## config.mk

```make
export PLATFORM = sky130hd
export DESIGN_NAME = update_coalescing_rate_limiter_flat
export DESIGN_NICKNAME = d
export VERILOG_FILES = /design/src/sv/ucrl_pkg.sv /design/src/sv/ucrl_if.sv /design/src/sv/update_coalescing_rate_limiter.sv /design/src/sv/ucrl_ready_unit.sv /design/src/sv/ucrl_table.sv /design/src/flat_wrapper.sv
export SDC_FILE = /design/constraint.sdc
export NUM_CORES = 2
export LEC_CHECK = 0
export BUFFER_PORTS_ARGS = -buffer_cell sky130_fd_sc_hd__buf_2
export CORE_MARGIN = 2
export CORE_UTILIZATION = 30
export DETAILED_ROUTE_END_ITERATION = 12
export HOLD_SLACK_MARGIN = 0.12
export SLEW_MARGIN = 20
export SYNTH_ARGS = -nofsm -noshare
export SYNTH_HDL_FRONTEND = slang
export SYNTH_SLANG_ARGS = --single-unit
```

## constraint.sdc

```tcl
create_clock -name clk -period 13.4 [get_ports clk]
set_clock_uncertainty 0.05 [all_clocks]
set_input_delay 0.67 -clock clk [delete_from_list [all_inputs] [get_ports clk]]
set_output_delay 0.67 -clock clk [all_outputs]
set_load 0.02 [all_outputs]
```

## src/sv/ucrl_pkg.sv

```systemverilog
// ----------------------------------------------------------------------------
// ucrl_pkg: shared types and constants of the update coalescing rate limiter
// Table geometry, opcode and outcome codes, entry read and write bundles.
// ----------------------------------------------------------------------------
package ucrl_pkg;

  localparam int TABLE_ENTRIES = 16;
  localparam int KEY_BITS      = 32;
  localparam int TIME_BITS     = 48;
  localparam int IDX_W         = (TABLE_ENTRIES > 1) ? $clog2(TABLE_ENTRIES) : 1;
  localparam int Q_W           = 16;
  localparam int MIN_W         = 32;

  localparam logic [Q_W-1:0] Q_ONE = 16'd32768;

  localparam logic [2:0] OP_REGISTER = 3'd0;
  localparam logic [2:0] OP_REMOVE   = 3'd1;
  localparam logic [2:0] OP_QUEUE    = 3'd2;
  localparam logic [2:0] OP_COLLECT  = 3'd3;
  localparam logic [2:0] OP_MARK     = 3'd4;

  localparam logic [2:0] OC_INVALID   = 3'd0;
  localparam logic [2:0] OC_COALESCED = 3'd1;
  localparam logic [2:0] OC_READY     = 3'd2;
  localparam logic [2:0] OC_ACCEPTED  = 3'd3;
  localparam logic [2:0] OC_FULL      = 3'd4;
  localparam logic [2:0] OC_NONE      = 3'd5;

  typedef struct packed {
    logic [KEY_BITS-1:0]  key;
    logic [TIME_BITS-1:0] last;
    logic                 pif;
    logic [Q_W-1:0]       piv;
    logic                 psf;
    logic [Q_W-1:0]       psv;
  } entry_t;

  typedef struct packed {
    logic                 we_key;
    logic                 we_last;
    logic                 we_upd;
    logic [KEY_BITS-1:0]  key;
    logic [TIME_BITS-1:0] last;
    logic                 pif;
    logic [Q_W-1:0]       piv;
    logic                 psf;
    logic [Q_W-1:0]       psv;
  } entry_wr_t;

endpackage

```

## src/sv/ucrl_if.sv

```systemverilog
// ----------------------------------------------------------------------------
// ucrl_if: channel interfaces of the update coalescing rate limiter
// Request, result and configuration channels, each valid/ready.
// ----------------------------------------------------------------------------
interface ucrl_req_if import ucrl_pkg::*; ();
  logic                 valid;
  logic                 ready;
  logic [2:0]           opcode;
  logic [KEY_BITS-1:0]  request_id;
  logic [TIME_BITS-1:0] time_ticks;
  logic                 set_intensity;
  logic [Q_W-1:0]       intensity;
  logic                 set_sharpness;
  logic [Q_W-1:0]       sharpness;
  modport source (output valid, opcode, request_id, time_ticks, set_intensity,
                  intensity, set_sharpness, sharpness, input ready);
  modport sink (input valid, opcode, request_id, time_ticks, set_intensity,
                intensity, set_sharpness, sharpness, output ready);
endinterface

interface ucrl_rsp_if import ucrl_pkg::*; ();
  logic                valid;
  logic                ready;
  logic [2:0]          outcome;
  logic [KEY_BITS-1:0] result_id;
  logic                out_set_intensity;
  logic [Q_W-1:0]      out_intensity;
  logic                out_set_sharpness;
  logic [Q_W-1:0]      out_sharpness;
  logic                any_pending;
  logic                last_of_run;
  modport source (output valid, outcome, result_id, out_set_intensity, out_intensity,
                  out_set_sharpness, out_sharpness, any_pending, last_of_run,
                  input ready);
  modport sink (input valid, outcome, result_id, out_set_intensity, out_intensity,
                out_set_sharpness, out_sharpness, any_pending, last_of_run,
                output ready);
endinterface

interface ucrl_cfg_if import ucrl_pkg::*; ();
  logic             valid;
  logic             ready;
  logic [MIN_W-1:0] data;
  modport source (output valid, data, input ready);
  modport sink (input valid, data, output ready);
endinterface

```

## src/sv/update_coalescing_rate_limiter.sv

```systemverilog
// ----------------------------------------------------------------------------
// update_coalescing_rate_limiter: keyed playback table with update coalescing
// Registers playbacks, merges parameter updates and releases them only once
// min_interval ticks have passed since the playback's register or mark time.
// ----------------------------------------------------------------------------
// Use:
//   req carries one command beat (register, remove, queue, collect, mark
//   attempted). rsp returns result beats; last_of_run flags the final beat
//   of a command. cfg writes min_interval and should only be used while
//   the block is idle.
// Timing:
//   The block handles one command at a time; req.ready is low while busy.
//   A sequencer walks the table one entry per cycle through a single
//   read/write port and one shared readiness compare unit.
//   Register, remove, queue, mark: a key search over every entry, then an
//   act step that loads the result.
//   Collect: a pass marking ready entries, then one minimum key search
//   per emitted beat, or one search and a none beat if nothing is ready.
// Reset:
//   rst (synchronous) empties the table, clears min_interval and drops
//   any held result beat.
// Back-pressure:
//   A finished beat sits in the rsp register; the sequencer holds in its
//   act, emit or none state until that register is free, so nothing is lost.
// ----------------------------------------------------------------------------
module update_coalescing_rate_limiter import ucrl_pkg::*; (
  input  logic clk,
  input  logic rst,
  ucrl_req_if.sink   req,
  ucrl_rsp_if.source rsp,
  ucrl_cfg_if.sink   cfg
);

  typedef enum logic [2:0] {
    S_IDLE, S_SCAN, S_ACT, S_MARK, S_FIND, S_EMIT, S_NONE
  } state_t;

  state_t state;

  // latched command
  logic [2:0]           op_q;
  logic [KEY_BITS-1:0]  key_q;
  logic [TIME_BITS-1:0] t_q;
  logic                 si_q;
  logic [Q_W-1:0]       iv_q;
  logic                 ss_q;
  logic [Q_W-1:0]       sv_q;

  logic [MIN_W-1:0]     min_interval;
  logic [IDX_W-1:0]     idx;
  logic                 hit_found;
  logic [IDX_W-1:0]     hit_idx;
  logic                 free_found;
  logic [IDX_W-1:0]     free_idx;
  logic                 best_found;
  logic [IDX_W-1:0]     best_idx;
  logic [KEY_BITS-1:0]  best_key;

  logic [TABLE_ENTRIES-1:0] valid_v;
  logic [TABLE_ENTRIES-1:0] pend_v;
  logic [TABLE_ENTRIES-1:0] rdy_v;

  // result register
  logic                 rsp_valid;
  logic [2:0]           rsp_outcome;
  logic [KEY_BITS-1:0]  rsp_id;
  logic                 rsp_sif;
  logic [Q_W-1:0]       rsp_iv;
  logic                 rsp_ssf;
  logic [Q_W-1:0]       rsp_sv;
  logic                 rsp_ap;
  logic                 rsp_last;

  entry_t    rd;
  entry_wr_t wr;
  logic      entry_ready;

  ucrl_table u_table (
    .clk (clk),
    .idx (idx),
    .wr  (wr),
    .rd  (rd)
  );

  ucrl_ready_unit u_ready (
    .now          (t_q),
    .last         (rd.last),
    .min_interval (min_interval),
    .ready        (entry_ready)
  );

  // combinational step results
  logic                     out_free;
  logic                     load_rsp;
  logic                     idx_last;
  logic                     key_hit;
  logic                     cand;
  logic [TABLE_ENTRIES-1:0] idx_bit;
  logic [TABLE_ENTRIES-1:0] valid_after;
  logic [TABLE_ENTRIES-1:0] pend_after;
  logic [2:0]               act_oc;
  logic                     act_emit;
  logic                     m_if;
  logic [Q_W-1:0]           m_iv;
  logic                     m_sf;
  logic [Q_W-1:0]           m_sv;
  logic                     q_ok;
  logic                     collect_ap;

  assign out_free  = !rsp_valid || rsp.ready;
  // a new beat goes into the result register this cycle
  assign load_rsp  = out_free &&
                     ((state == S_ACT) || (state == S_EMIT) || (state == S_NONE));
  assign idx_last  = (idx == IDX_W'(TABLE_ENTRIES - 1));
  assign idx_bit   = TABLE_ENTRIES'(1) << idx;
  assign key_hit   = valid_v[idx] && (rd.key == key_q);
  assign cand      = rdy_v[idx] && (!best_found || (rd.key < best_key));
  // entries marked ready all leave during collect, so what stays pending is fixed
  assign collect_ap = |(valid_v & pend_v & ~rdy_v);

  always_comb begin
    wr          = '0;
    valid_after = valid_v;
    pend_after  = pend_v;
    act_oc      = OC_INVALID;
    act_emit    = 1'b0;
    m_if        = si_q ? 1'b1 : rd.pif;
    m_iv        = si_q ? iv_q : rd.piv;
    m_sf        = ss_q ? 1'b1 : rd.psf;
    m_sv        = ss_q ? sv_q : rd.psv;
    q_ok        = hit_found && (si_q || ss_q) && (!si_q || (iv_q <= Q_ONE)) &&
                  (!ss_q || (sv_q <= Q_ONE));
    unique case (state)
      S_ACT: begin
        case (op_q)
          OP_REGISTER: begin
            if (key_q == '0) begin
              act_oc = OC_INVALID;
            end else if (hit_found || free_found) begin
              act_oc              = OC_ACCEPTED;
              wr.we_key           = 1'b1;
              wr.we_last          = 1'b1;
              wr.we_upd           = 1'b1;
              wr.key              = key_q;
              wr.last             = t_q;
              valid_after[idx]    = 1'b1;
              pend_after[idx]     = 1'b0;
            end else begin
              act_oc = OC_FULL;
            end
          end
          OP_REMOVE: begin
            if (hit_found) begin
              act_oc           = OC_ACCEPTED;
              wr.we_upd        = 1'b1;
              valid_after[idx] = 1'b0;
              pend_after[idx]  = 1'b0;
            end
          end
          OP_MARK: begin
            if (hit_found) begin
              act_oc     = OC_ACCEPTED;
              wr.we_last = 1'b1;
              wr.last    = t_q;
            end
          end
          OP_QUEUE: begin
            if (q_ok) begin
              wr.we_upd = 1'b1;
              if (entry_ready) begin
                // emit merged update at once and leave the entry clean
                act_oc          = OC_READY;
                act_emit        = 1'b1;
                pend_after[idx] = 1'b0;
              end else begin
                act_oc          = OC_COALESCED;
                pend_after[idx] = 1'b1;
                wr.pif          = m_if;
                wr.piv          = m_iv;
                wr.psf          = m_sf;
                wr.psv          = m_sv;
              end
            end
          end
          default: act_oc = OC_INVALID;
        endcase
        if (!out_free) begin
          wr          = '0;
          valid_after = valid_v;
          pend_after  = pend_v;
        end
      end
      S_EMIT: begin
        // clear the emitted entry's pending update
        wr.we_upd = out_free;
      end
      default: begin
        wr = '0;
      end
    endcase
  end

  assign cfg.ready = 1'b1;
  assign req.ready = (state == S_IDLE);

  always_ff @(posedge clk) begin
    if (rst) begin
      state        <= S_IDLE;
      valid_v      <= '0;
      rsp_valid    <= 1'b0;
      min_interval <= '0;
      idx          <= '0;
    end else begin
      if (cfg.valid && cfg.ready) begin
        min_interval <= cfg.data;
      end
      if (rsp_valid && rsp.ready && !load_rsp) begin
        rsp_valid <= 1'b0;
      end
      unique case (state)
        S_IDLE: begin
          if (req.valid) begin
            op_q       <= req.opcode;
            key_q      <= req.request_id;
            t_q        <= req.time_ticks;
            si_q       <= req.set_intensity;
            iv_q       <= req.intensity;
            ss_q       <= req.set_sharpness;
            sv_q       <= req.sharpness;
            idx        <= '0;
            hit_found  <= 1'b0;
            free_found <= 1'b0;
            state      <= (req.opcode == OP_COLLECT) ? S_MARK : S_SCAN;
          end
        end
        S_SCAN: begin
          if (key_hit && !hit_found) begin
            hit_found <= 1'b1;
            hit_idx   <= idx;
          end
          if (!valid_v[idx] && !free_found) begin
            free_found <= 1'b1;
            free_idx   <= idx;
          end
          if (idx_last) begin
            // point at the hit, else the lowest free slot
            if (key_hit && !hit_found) begin
              idx <= idx;
            end else if (hit_found) begin
              idx <= hit_idx;
            end else if (free_found) begin
              idx <= free_idx;
            end
            state <= S_ACT;
          end else begin
            idx <= idx + 1'b1;
          end
        end
        S_ACT: begin
          if (out_free) begin
            valid_v     <= valid_after;
            pend_v      <= pend_after;
            rsp_valid   <= 1'b1;
            rsp_outcome <= act_oc;
            rsp_id      <= key_q;
            rsp_sif     <= act_emit && m_if;
            rsp_iv      <= (act_emit && m_if) ? m_iv : '0;
            rsp_ssf     <= act_emit && m_sf;
            rsp_sv      <= (act_emit && m_sf) ? m_sv : '0;
            rsp_ap      <= |(valid_after & pend_after);
            rsp_last    <= 1'b1;
            state       <= S_IDLE;
          end
        end
        S_MARK: begin
          rdy_v[idx] <= valid_v[idx] && pend_v[idx] && entry_ready;
          if (idx_last) begin
            idx        <= '0;
            best_found <= 1'b0;
            state      <= S_FIND;
          end else begin
            idx <= idx + 1'b1;
          end
        end
        S_FIND: begin
          if (cand) begin
            best_found <= 1'b1;
            best_idx   <= idx;
            best_key   <= rd.key;
          end
          if (idx_last) begin
            if (cand) begin
              idx   <= idx;
              state <= S_EMIT;
            end else if (best_found) begin
              idx   <= best_idx;
              state <= S_EMIT;
            end else begin
              state <= S_NONE;
            end
          end else begin
            idx <= idx + 1'b1;
          end
        end
        S_EMIT: begin
          if (out_free) begin
            pend_v[idx] <= 1'b0;
            rdy_v[idx]  <= 1'b0;
            rsp_valid   <= 1'b1;
            rsp_outcome <= OC_READY;
            rsp_id      <= rd.key;
            rsp_sif     <= rd.pif;
            rsp_iv      <= rd.pif ? rd.piv : '0;
            rsp_ssf     <= rd.psf;
            rsp_sv      <= rd.psf ? rd.psv : '0;
            rsp_ap      <= collect_ap;
            rsp_last    <= ((rdy_v & ~idx_bit) == '0);
            best_found  <= 1'b0;
            state       <= ((rdy_v & ~idx_bit) == '0) ? S_IDLE : S_FIND;
            idx         <= '0;
          end
        end
        S_NONE: begin
          if (out_free) begin
            rsp_valid   <= 1'b1;
            rsp_outcome <= OC_NONE;
            rsp_id      <= '0;
            rsp_sif     <= 1'b0;
            rsp_iv      <= '0;
            rsp_ssf     <= 1'b0;
            rsp_sv      <= '0;
            rsp_ap      <= collect_ap;
            rsp_last    <= 1'b1;
            state       <= S_IDLE;
          end
        end
        default: state <= S_IDLE;
      endcase
    end
  end

  assign rsp.valid             = rsp_valid;
  assign rsp.outcome           = rsp_outcome;
  assign rsp.result_id         = rsp_id;
  assign rsp.out_set_intensity = rsp_sif;
  assign rsp.out_intensity     = rsp_iv;
  assign rsp.out_set_sharpness = rsp_ssf;
  assign rsp.out_sharpness     = rsp_sv;
  assign rsp.any_pending       = rsp_ap;
  assign rsp.last_of_run       = rsp_last;

endmodule

```

## src/sv/ucrl_ready_unit.sv

```systemverilog
// ----------------------------------------------------------------------------
// ucrl_ready_unit: shared readiness compare
// Ready when now >= last and now - last >= min_interval.
// ----------------------------------------------------------------------------
module ucrl_ready_unit import ucrl_pkg::*; (
  input  logic [TIME_BITS-1:0] now,
  input  logic [TIME_BITS-1:0] last,
  input  logic [MIN_W-1:0]     min_interval,
  output logic                 ready
);
  logic [TIME_BITS:0] diff;

  always_comb begin
    diff  = {1'b0, now} - {1'b0, last};
    // borrow set means time went backwards: never ready
    ready = !diff[TIME_BITS] &&
            (diff[TIME_BITS-1:0] >= TIME_BITS'({{TIME_BITS{1'b0}}, min_interval}));
  end
endmodule

```

## src/sv/ucrl_table.sv

```systemverilog
// ----------------------------------------------------------------------------
// ucrl_table: playback entry store
// One address, shared by read and write and driven by the sequencer index.
// ----------------------------------------------------------------------------
module ucrl_table import ucrl_pkg::*; (
  input  logic             clk,
  input  logic [IDX_W-1:0] idx,
  input  entry_wr_t        wr,
  output entry_t           rd
);
  logic [KEY_BITS-1:0]  key_mem  [TABLE_ENTRIES];
  logic [TIME_BITS-1:0] last_mem [TABLE_ENTRIES];
  logic                 pif_mem  [TABLE_ENTRIES];
  logic [Q_W-1:0]       piv_mem  [TABLE_ENTRIES];
  logic                 psf_mem  [TABLE_ENTRIES];
  logic [Q_W-1:0]       psv_mem  [TABLE_ENTRIES];

  always_ff @(posedge clk) begin
    if (wr.we_key) begin
      key_mem[idx] <= wr.key;
    end
    if (wr.we_last) begin
      last_mem[idx] <= wr.last;
    end
    if (wr.we_upd) begin
      pif_mem[idx] <= wr.pif;
      piv_mem[idx] <= wr.piv;
      psf_mem[idx] <= wr.psf;
      psv_mem[idx] <= wr.psv;
    end
  end

  always_comb begin
    rd.key  = key_mem[idx];
    rd.last = last_mem[idx];
    rd.pif  = pif_mem[idx];
    rd.piv  = piv_mem[idx];
    rd.psf  = psf_mem[idx];
    rd.psv  = psv_mem[idx];
  end
endmodule

```

## src/flat_wrapper.sv

```systemverilog
// flat-port wrapper written by rule: the top's interface ports become plain ports
module update_coalescing_rate_limiter_flat import ucrl_pkg::*;
  (clk, rst, req_valid, req_opcode, req_request_id, req_time_ticks, req_set_intensity, req_intensity, req_set_sharpness, req_sharpness, req_ready, rsp_valid, rsp_outcome, rsp_result_id, rsp_out_set_intensity, rsp_out_intensity, rsp_out_set_sharpness, rsp_out_sharpness, rsp_any_pending, rsp_last_of_run, rsp_ready, cfg_valid, cfg_data, cfg_ready);
  ucrl_req_if req_i ();
  ucrl_rsp_if rsp_i ();
  ucrl_cfg_if cfg_i ();
  input  logic clk;
  input  logic rst;
  input wire logic [$bits(req_i.valid)-1:0] req_valid;
  input wire logic [$bits(req_i.opcode)-1:0] req_opcode;
  input wire logic [$bits(req_i.request_id)-1:0] req_request_id;
  input wire logic [$bits(req_i.time_ticks)-1:0] req_time_ticks;
  input wire logic [$bits(req_i.set_intensity)-1:0] req_set_intensity;
  input wire logic [$bits(req_i.intensity)-1:0] req_intensity;
  input wire logic [$bits(req_i.set_sharpness)-1:0] req_set_sharpness;
  input wire logic [$bits(req_i.sharpness)-1:0] req_sharpness;
  output wire logic [$bits(req_i.ready)-1:0] req_ready;
  output wire logic [$bits(rsp_i.valid)-1:0] rsp_valid;
  output wire logic [$bits(rsp_i.outcome)-1:0] rsp_outcome;
  output wire logic [$bits(rsp_i.result_id)-1:0] rsp_result_id;
  output wire logic [$bits(rsp_i.out_set_intensity)-1:0] rsp_out_set_intensity;
  output wire logic [$bits(rsp_i.out_intensity)-1:0] rsp_out_intensity;
  output wire logic [$bits(rsp_i.out_set_sharpness)-1:0] rsp_out_set_sharpness;
  output wire logic [$bits(rsp_i.out_sharpness)-1:0] rsp_out_sharpness;
  output wire logic [$bits(rsp_i.any_pending)-1:0] rsp_any_pending;
  output wire logic [$bits(rsp_i.last_of_run)-1:0] rsp_last_of_run;
  input wire logic [$bits(rsp_i.ready)-1:0] rsp_ready;
  input wire logic [$bits(cfg_i.valid)-1:0] cfg_valid;
  input wire logic [$bits(cfg_i.data)-1:0] cfg_data;
  output wire logic [$bits(cfg_i.ready)-1:0] cfg_ready;
  assign req_i.valid = req_valid;
  assign req_i.opcode = req_opcode;
  assign req_i.request_id = req_request_id;
  assign req_i.time_ticks = req_time_ticks;
  assign req_i.set_intensity = req_set_intensity;
  assign req_i.intensity = req_intensity;
  assign req_i.set_sharpness = req_set_sharpness;
  assign req_i.sharpness = req_sharpness;
  assign req_ready = req_i.ready;
  assign rsp_valid = rsp_i.valid;
  assign rsp_outcome = rsp_i.outcome;
  assign rsp_result_id = rsp_i.result_id;
  assign rsp_out_set_intensity = rsp_i.out_set_intensity;
  assign rsp_out_intensity = rsp_i.out_intensity;
  assign rsp_out_set_sharpness = rsp_i.out_set_sharpness;
  assign rsp_out_sharpness = rsp_i.out_sharpness;
  assign rsp_any_pending = rsp_i.any_pending;
  assign rsp_last_of_run = rsp_i.last_of_run;
  assign rsp_i.ready = rsp_ready;
  assign cfg_i.valid = cfg_valid;
  assign cfg_i.data = cfg_data;
  assign cfg_ready = cfg_i.ready;
  update_coalescing_rate_limiter u_core (.clk(clk), .rst(rst), .req(req_i), .rsp(rsp_i), .cfg(cfg_i));
endmodule
```

# Word-level counts from Yosys, hierarchy flattened
# Memories as Yosys holds them, arrays and structs flattened. A register that Yosys moved wholly into a read port is not among the register bits.
# Cells that the tools add are included.
[totals] register_bits=323 ram_bits=1824 mem_count=6
[op_classes] reduce_logical=66 magnitude_cmp=6 shifts=1 bitwise=13 n_addsub=2 n_eq_ne=28 mux=142
[memory_table] name="u_core.u_table.last_mem" depth=16 word_bits=48 rd=1 rd_clocked_by_memory_dff=1 write_ports=1 line_no="ucrl_table.sv:12" source="logic [TIME_BITS-1:0] last_mem [TABLE_ENTRIES];"
[memory_table] name="u_core.u_table.key_mem" depth=16 word_bits=32 rd=1 rd_clocked_by_memory_dff=1 write_ports=1 line_no="ucrl_table.sv:11" source="logic [KEY_BITS-1:0] key_mem [TABLE_ENTRIES];"
[memory_table] name="u_core.u_table.piv_mem" depth=16 word_bits=16 rd=1 rd_clocked_by_memory_dff=1 write_ports=1 line_no="ucrl_table.sv:14" source="logic [Q_W-1:0] piv_mem [TABLE_ENTRIES];"
[memory_table] name="u_core.u_table.psv_mem" depth=16 word_bits=16 rd=1 rd_clocked_by_memory_dff=1 write_ports=1 line_no="ucrl_table.sv:16" source="logic [Q_W-1:0] psv_mem [TABLE_ENTRIES];"
[memory_table] name="u_core.u_table.pif_mem" depth=16 word_bits=1 rd=1 rd_clocked_by_memory_dff=1 write_ports=1 line_no="ucrl_table.sv:13" source="logic pif_mem [TABLE_ENTRIES];"
[memory_table] name="u_core.u_table.psf_mem" depth=16 word_bits=1 rd=1 rd_clocked_by_memory_dff=1 write_ports=1 line_no="ucrl_table.sv:15" source="logic psf_mem [TABLE_ENTRIES];"
[op_table] cell="16-bit 2-to-1 mux" count=26
[op_table] cell="83-bit 2-to-1 mux" count=2
[op_table] cell="16-bit one-hot mux with 3 select lines" count=3
[op_table] cell="32-bit 2-to-1 mux" count=4
[op_table] cell="117-bit 2-to-1 mux" count=1
[op_table] cell="114-bit 2-to-1 mux" count=1
[op_table] cell="16-bit AND" count=7
[op_table] cell="34-bit 2-to-1 mux" count=3
[op_table] cell="16-bit one-hot mux with 2 select lines" count=3
[op_table] cell="32-bit one-hot mux with 3 select lines" count=1
[op_table] cell="48-bit one-hot mux with 2 select lines" count=1
[op_table] cell="4-bit 2-to-1 mux" count=22
[op_table] cell="48-bit by 48-bit subtractor with 49-bit output" count=1
[op_table] cell="48-bit by 32-bit >= comparator with 1-bit output" count=1
[op_table] cell="48-bit 2-to-1 mux" count=1
[op_table] cell="16-bit inverter" count=3
[op_table] cell="3-bit 2-to-1 mux" count=14
[op_table] cell="1-bit 2-to-1 mux" count=36
[op_table] cell="32-bit equality test" count=1
[op_table] cell="16-bit less-or-equal comparator, second input constant" count=2
[op_table] cell="32-bit logical NOT" count=1
[op_table] cell="32-bit < comparator" count=1
[op_table] cell="16-bit OR" count=2
[op_table] cell="16-bit OR reduction" count=2
[op_table] cell="other kinds (39)" count=119

# Logic depth before layout (Yosys ltp)
[depth] ltp_word=15 mapped_depth=36

# Cells and area by module
# From an unflattened synthesis, not the netlist that was laid out.
[unflattened] hier_cells=4805 area_unflattened_um2=88223.4
[by_module_without_submodules] mod="ucrl_table" cells_per_inst=2851 area_per_inst_um2=68269.2 instances=1
[by_module_without_submodules] mod="update_coalescing_rate_limiter" cells_per_inst=1330 area_per_inst_um2=15726.3 instances=1
[by_module_without_submodules] mod="ucrl_ready_unit" cells_per_inst=624 area_per_inst_um2=4227.8 instances=1

# Least setup slack after synthesis
# No wires, ideal clock.
[synth_timing] kind="register to register" from="reg with a tool-made name" to="mem u_core.u_table.piv_mem[0][12] (data pin)" arrival_ns=7.777 path_slack_ns=5.296 setup_time_ns=0.277 required_time_ns=13.073 path_stages_with_launch=36 path_cell_list="dfxtp_1 buf_2 buf_6 buf_4 buf_6 buf_2 buf_2 clkbuf_1 buf_2 mux4_2 mux4_2 ha_1 fa_1 nand2b_1 a21oi_1 o2111ai_1 nand3_2 o21a_1 nor2_1 o21ai_0 a21o_1 a21oi_1 xnor2_1 ha_1 nor2b_1 o21ai_0 o21ai_0 nor2_1 o2111ai_1 a2111oi_2 a41oi_1 buf_2 or2_1 buf_2 buf_2 nor2_1"
[synth_lines] element="to (decl)" line_no="ucrl_table.sv:14"

==> summary.md <==
| Metric | Value |
|---|---|
| Outcome | complete, no violations |
| Leak Pwr | 33.8 nW |
| Slew HR | between 30 and 40% |
| Crit path DAT | 9.57 ns |
| Vias per cell | 5.08 |
| Slowest stage delay, CP | ~0.97 ns |
| Filler cells | 27,390 |
| Port bufs | between 200 and 250 |
| Mapped Area | 88,300 um2 |
| Gp weighted congestion | between 0.8 and 0.9 |
| Post-synth EDFFs | around 2,100 |
| Startpoint Class | flop |
| DR vias | 46,492 |
| IO Count | ~230 |
| Num Clock Sinks | 2,151 |
| Hold_buf cts | between 100 and 150 |
| PostCTS Resize Cnt | 0 |
| Initial antenna violation count | 6 |
| DIE WIDTH | 546 um |
| Synth top area share | between 70 and 80% |
| Internal Power | 11.2 mW |
| Required @ worst endpoint | 13.86 ns |
| Synth area leader | edfxtp_1 |
| RSZ-0062 raised after global routing | false |
| Sequential share of the synthesized area | between 70% and 80% |
| DIE HEIGHT | between 500 and 600 um |
| Residual DRC | 0 |
| Final setup vio count | 0 |
| DR WL/cell | approximately 25 um |
| Synth top area cells | edfxtp_1 (71%), mux4_2 (15%), ha_1 (1.7%) |
| Final TNS setup | 0 ns |
| Buf/Inv on CP | 4 |
| Initial Util | between 30% and 40% |
| Synth Instances | about 4,600 |
| Fmax | 110 MHz |
| Fin area | 103,000 um2 |
| Overall routing resource usage | approximately 15% |
| NumNets Final | around 5,300 |
| DIE AREA | between 200,000 and 300,000 um2 |
| FF+latch count, synth | 2,151 |
| Reg power frac | between 50% and 60% |
| TritonCTS clock tree | yes |
| Total CTS buffers | roughly 230 |
| Clock latency on the worst-skew pair | between 0.8 and 0.9 ns |
| Root buffer cell | clkbuf_16 |
| Clock power frac | a little over two fifths |
| Commonest cells in the netlist | edfxtp_1 (2,091), mux4_2 (578), nor2_1 (210) |
| Rows | 199 |
| Top_reg_cell synth | edfxtp_1 |
| PD cells | between 100 and 150 nW/um2 |
| Clock buffer depth | 4 |
| H-tree depth | 4 |
| Fraction of layout cells with a size suffix above 1 | roughly a quarter |
| Crit path max fanout | 132 |
| Mapped Nets | about 4,900 |
| Most frequent cell after synthesis | edfxtp_1 |
| Post-route minimum period | 9.12 ns |
| DR iter-0 viols | 4,968 |
| Final core occ | about a third |
| Critical path's slowest cell | dfxtp_4 |
| Dpl hpwl | approximately 130,000 um |
| Combinational Power Share | between 4 and 5% |
| Syn-to-layout area delta | 16.9% |
| Post-synth ARST share | 0% |
| Largest net degree at the start of global routing | approximately 140 |
| Worst-Margin Slew | around 1.0 ns |
| Post-Route WL | about 230,000 um |
| Critical Path End Type | flop |
| Final period util | 68.0% |
| Core area | around 290,000 um2 |
| Dpl cell area | 94,500 um2 |
| Clock transition at path regs | about 0.06 ns |
| Overflow after GRT | 0 |
| Hold WC Path Type | primary input to flop |
| Cell family with most CP delay | simple AND/OR/NAND/NOR gates |
| Hold Fails Final Rpt | 0 |
| Vias in the first global route | roughly 47,000 |
| Sw frac | approximately a fifth |
| Count of pins over their slew limit | 0 |
| Critical path class | flop to flop |
| Net Sw Power | ~3 mW |
| Post-CTS Repair Setup Buffers | 0 |
| Worst vdd ir | between 0.1 and 0.15 mV |
| First-pass GRT wire length | between 300,000 and 400,000 um |
| Unique masters post-synth | 83 |
| Avg Cell Area, Syn | around 19 um2 |
| DR pass1 iterations | 5 |
| ANT nets after route | 0 |
| Synthesis Warnings | 0 |
| Max Cap Viol | 0 |
## stage by stage
stage / hold slack [ns] / power (mW) / setup slack, ns / cells
floorplan: 0.391 / 7.96 / 5.30 / 4595
global placement: 0.390 / 8.18 / 4.34 / 8599
detailed placement: 0.405 / 8.18 / 4.16 / 8600
CTS: 0.124 / 14.3 / 4.14 / 9152
global route: 0.159 / 14.6 / 3.73 / 9155
finish: 0.181 / 14.2 / 4.28 / 9157
## placed cells by master, fill, tap and decap left out, drive strengths merged, types with 88 or more instances in the layout
cell	instances
ha	118
clkbuf	278
clkinv	91
edfxtp	2091
dlygate4sd3	147
nand2	154
buf	325
inv	147
mux4	578
and2	88
o21ai	151
a21oi	140
nor2	210
## worst register-to-register path: stages (launching register included)
cell,delay (ns)
dfxtp_4,0.97
buf_12,0.61
mux4_2,0.75
mux4_2,0.53
inv_1,0.09
ha_1,0.32
nand4_1,0.20
nor3_1,0.29
o2111ai_1,0.22
nand3_2,0.22
o21a_1,0.19
nor2_1,0.08
o21ai_0,0.33
a21o_1,0.17
a21oi_1,0.07
xnor2_1,0.14
ha_1,0.29
nor2b_1,0.13
o21ai_0,0.13
o21ai_0,0.10
nor2_1,0.11
o2111ai_1,0.19
a2111oi_2,0.48
a41oi_2,0.16
buf_4,0.26
or2_2,0.47
buf_4,0.38
nor2_1,0.86
## path summary, 6_finish.rpt
kind	endpoint	slack, ns	cells after the start	from
min reg2reg	u_core.hit_idx[0]$_DFFE_PP_	0.41	0	u_core.idx[0]$_SDFFE_PP0P_
min	u_core.min_interval[30]$_SDFFE_PP0P_	0.18	3	cfg_data[30]
max	u_core.u_table.piv_mem[5][12]$_DFFE_PP_	4.28	27	flop
max reg2reg	u_core.u_table.piv_mem[5][12]$_DFFE_PP_	4.28	27	flop
## routing by layer
layer / track usage (%) / vias to the layer above / share of wire, %
met4: 3.75 / 4 / 2.3
met2: 24.4 / 1716 / 48
li1: - / 19732 / -
met1: 21.3 / 24705 / 44
met5: 0 / - / 0.013
met3: 2.34 / 335 / 6.3
## final cells by class
type	count	area, um2	share of cell area (%)
clock inverters	127	1270	1.23
well taps	3919	4900	4.75
repair buffers	472	3500	3.39
multi-input cells	2065	23100	22.4
flip-flops and latches	2151	64000	62.0
clock buffers	278	5870	5.69
inverters	143	539	0.523
diodes	2	5.00	0.00485
## registers in the layout (all words and copies together) (netlist names), 32 cells and up, named ones only
register	flops
u_core.t_q	48
u_core.u_table.psv_mem	256
u_core.best_key	32
u_core.rsp.result_id	32
u_core.u_table.piv_mem	256
u_core.key_q	32
u_core.u_table.last_mem	768
u_core.min_interval	32
u_core.u_table.key_mem	512
## power groups by stage
stage,combinational (mW),clock [mW],sequential [mW]
floorplan,0.456,0,7.51
global placement,0.628,0,7.55
detailed placement,0.629,0,7.55
CTS,0.666,6.22,7.41
global route,0.723,6.47,7.41
finish,0.660,6.09,7.41
## logic make-up (layout without fill, tap and decap cells)
group                    after synthesis  in the layout  synth area share (%)
flip-flops                          2151           2151                  72.5
AND/OR/NAND/NOR                      685            685                  3.78
multiplexers                         663            663                  15.7
AO/OA/AOI/OAI                        526            526                  3.78
buffers and inverters                379           1020                  1.81
adder cells (fa/ha/maj)              119            119                  1.70
XOR/XNOR                              71             71                 0.705
other                                  1              3               0.00425
Power figures use the tool's default switching activity.
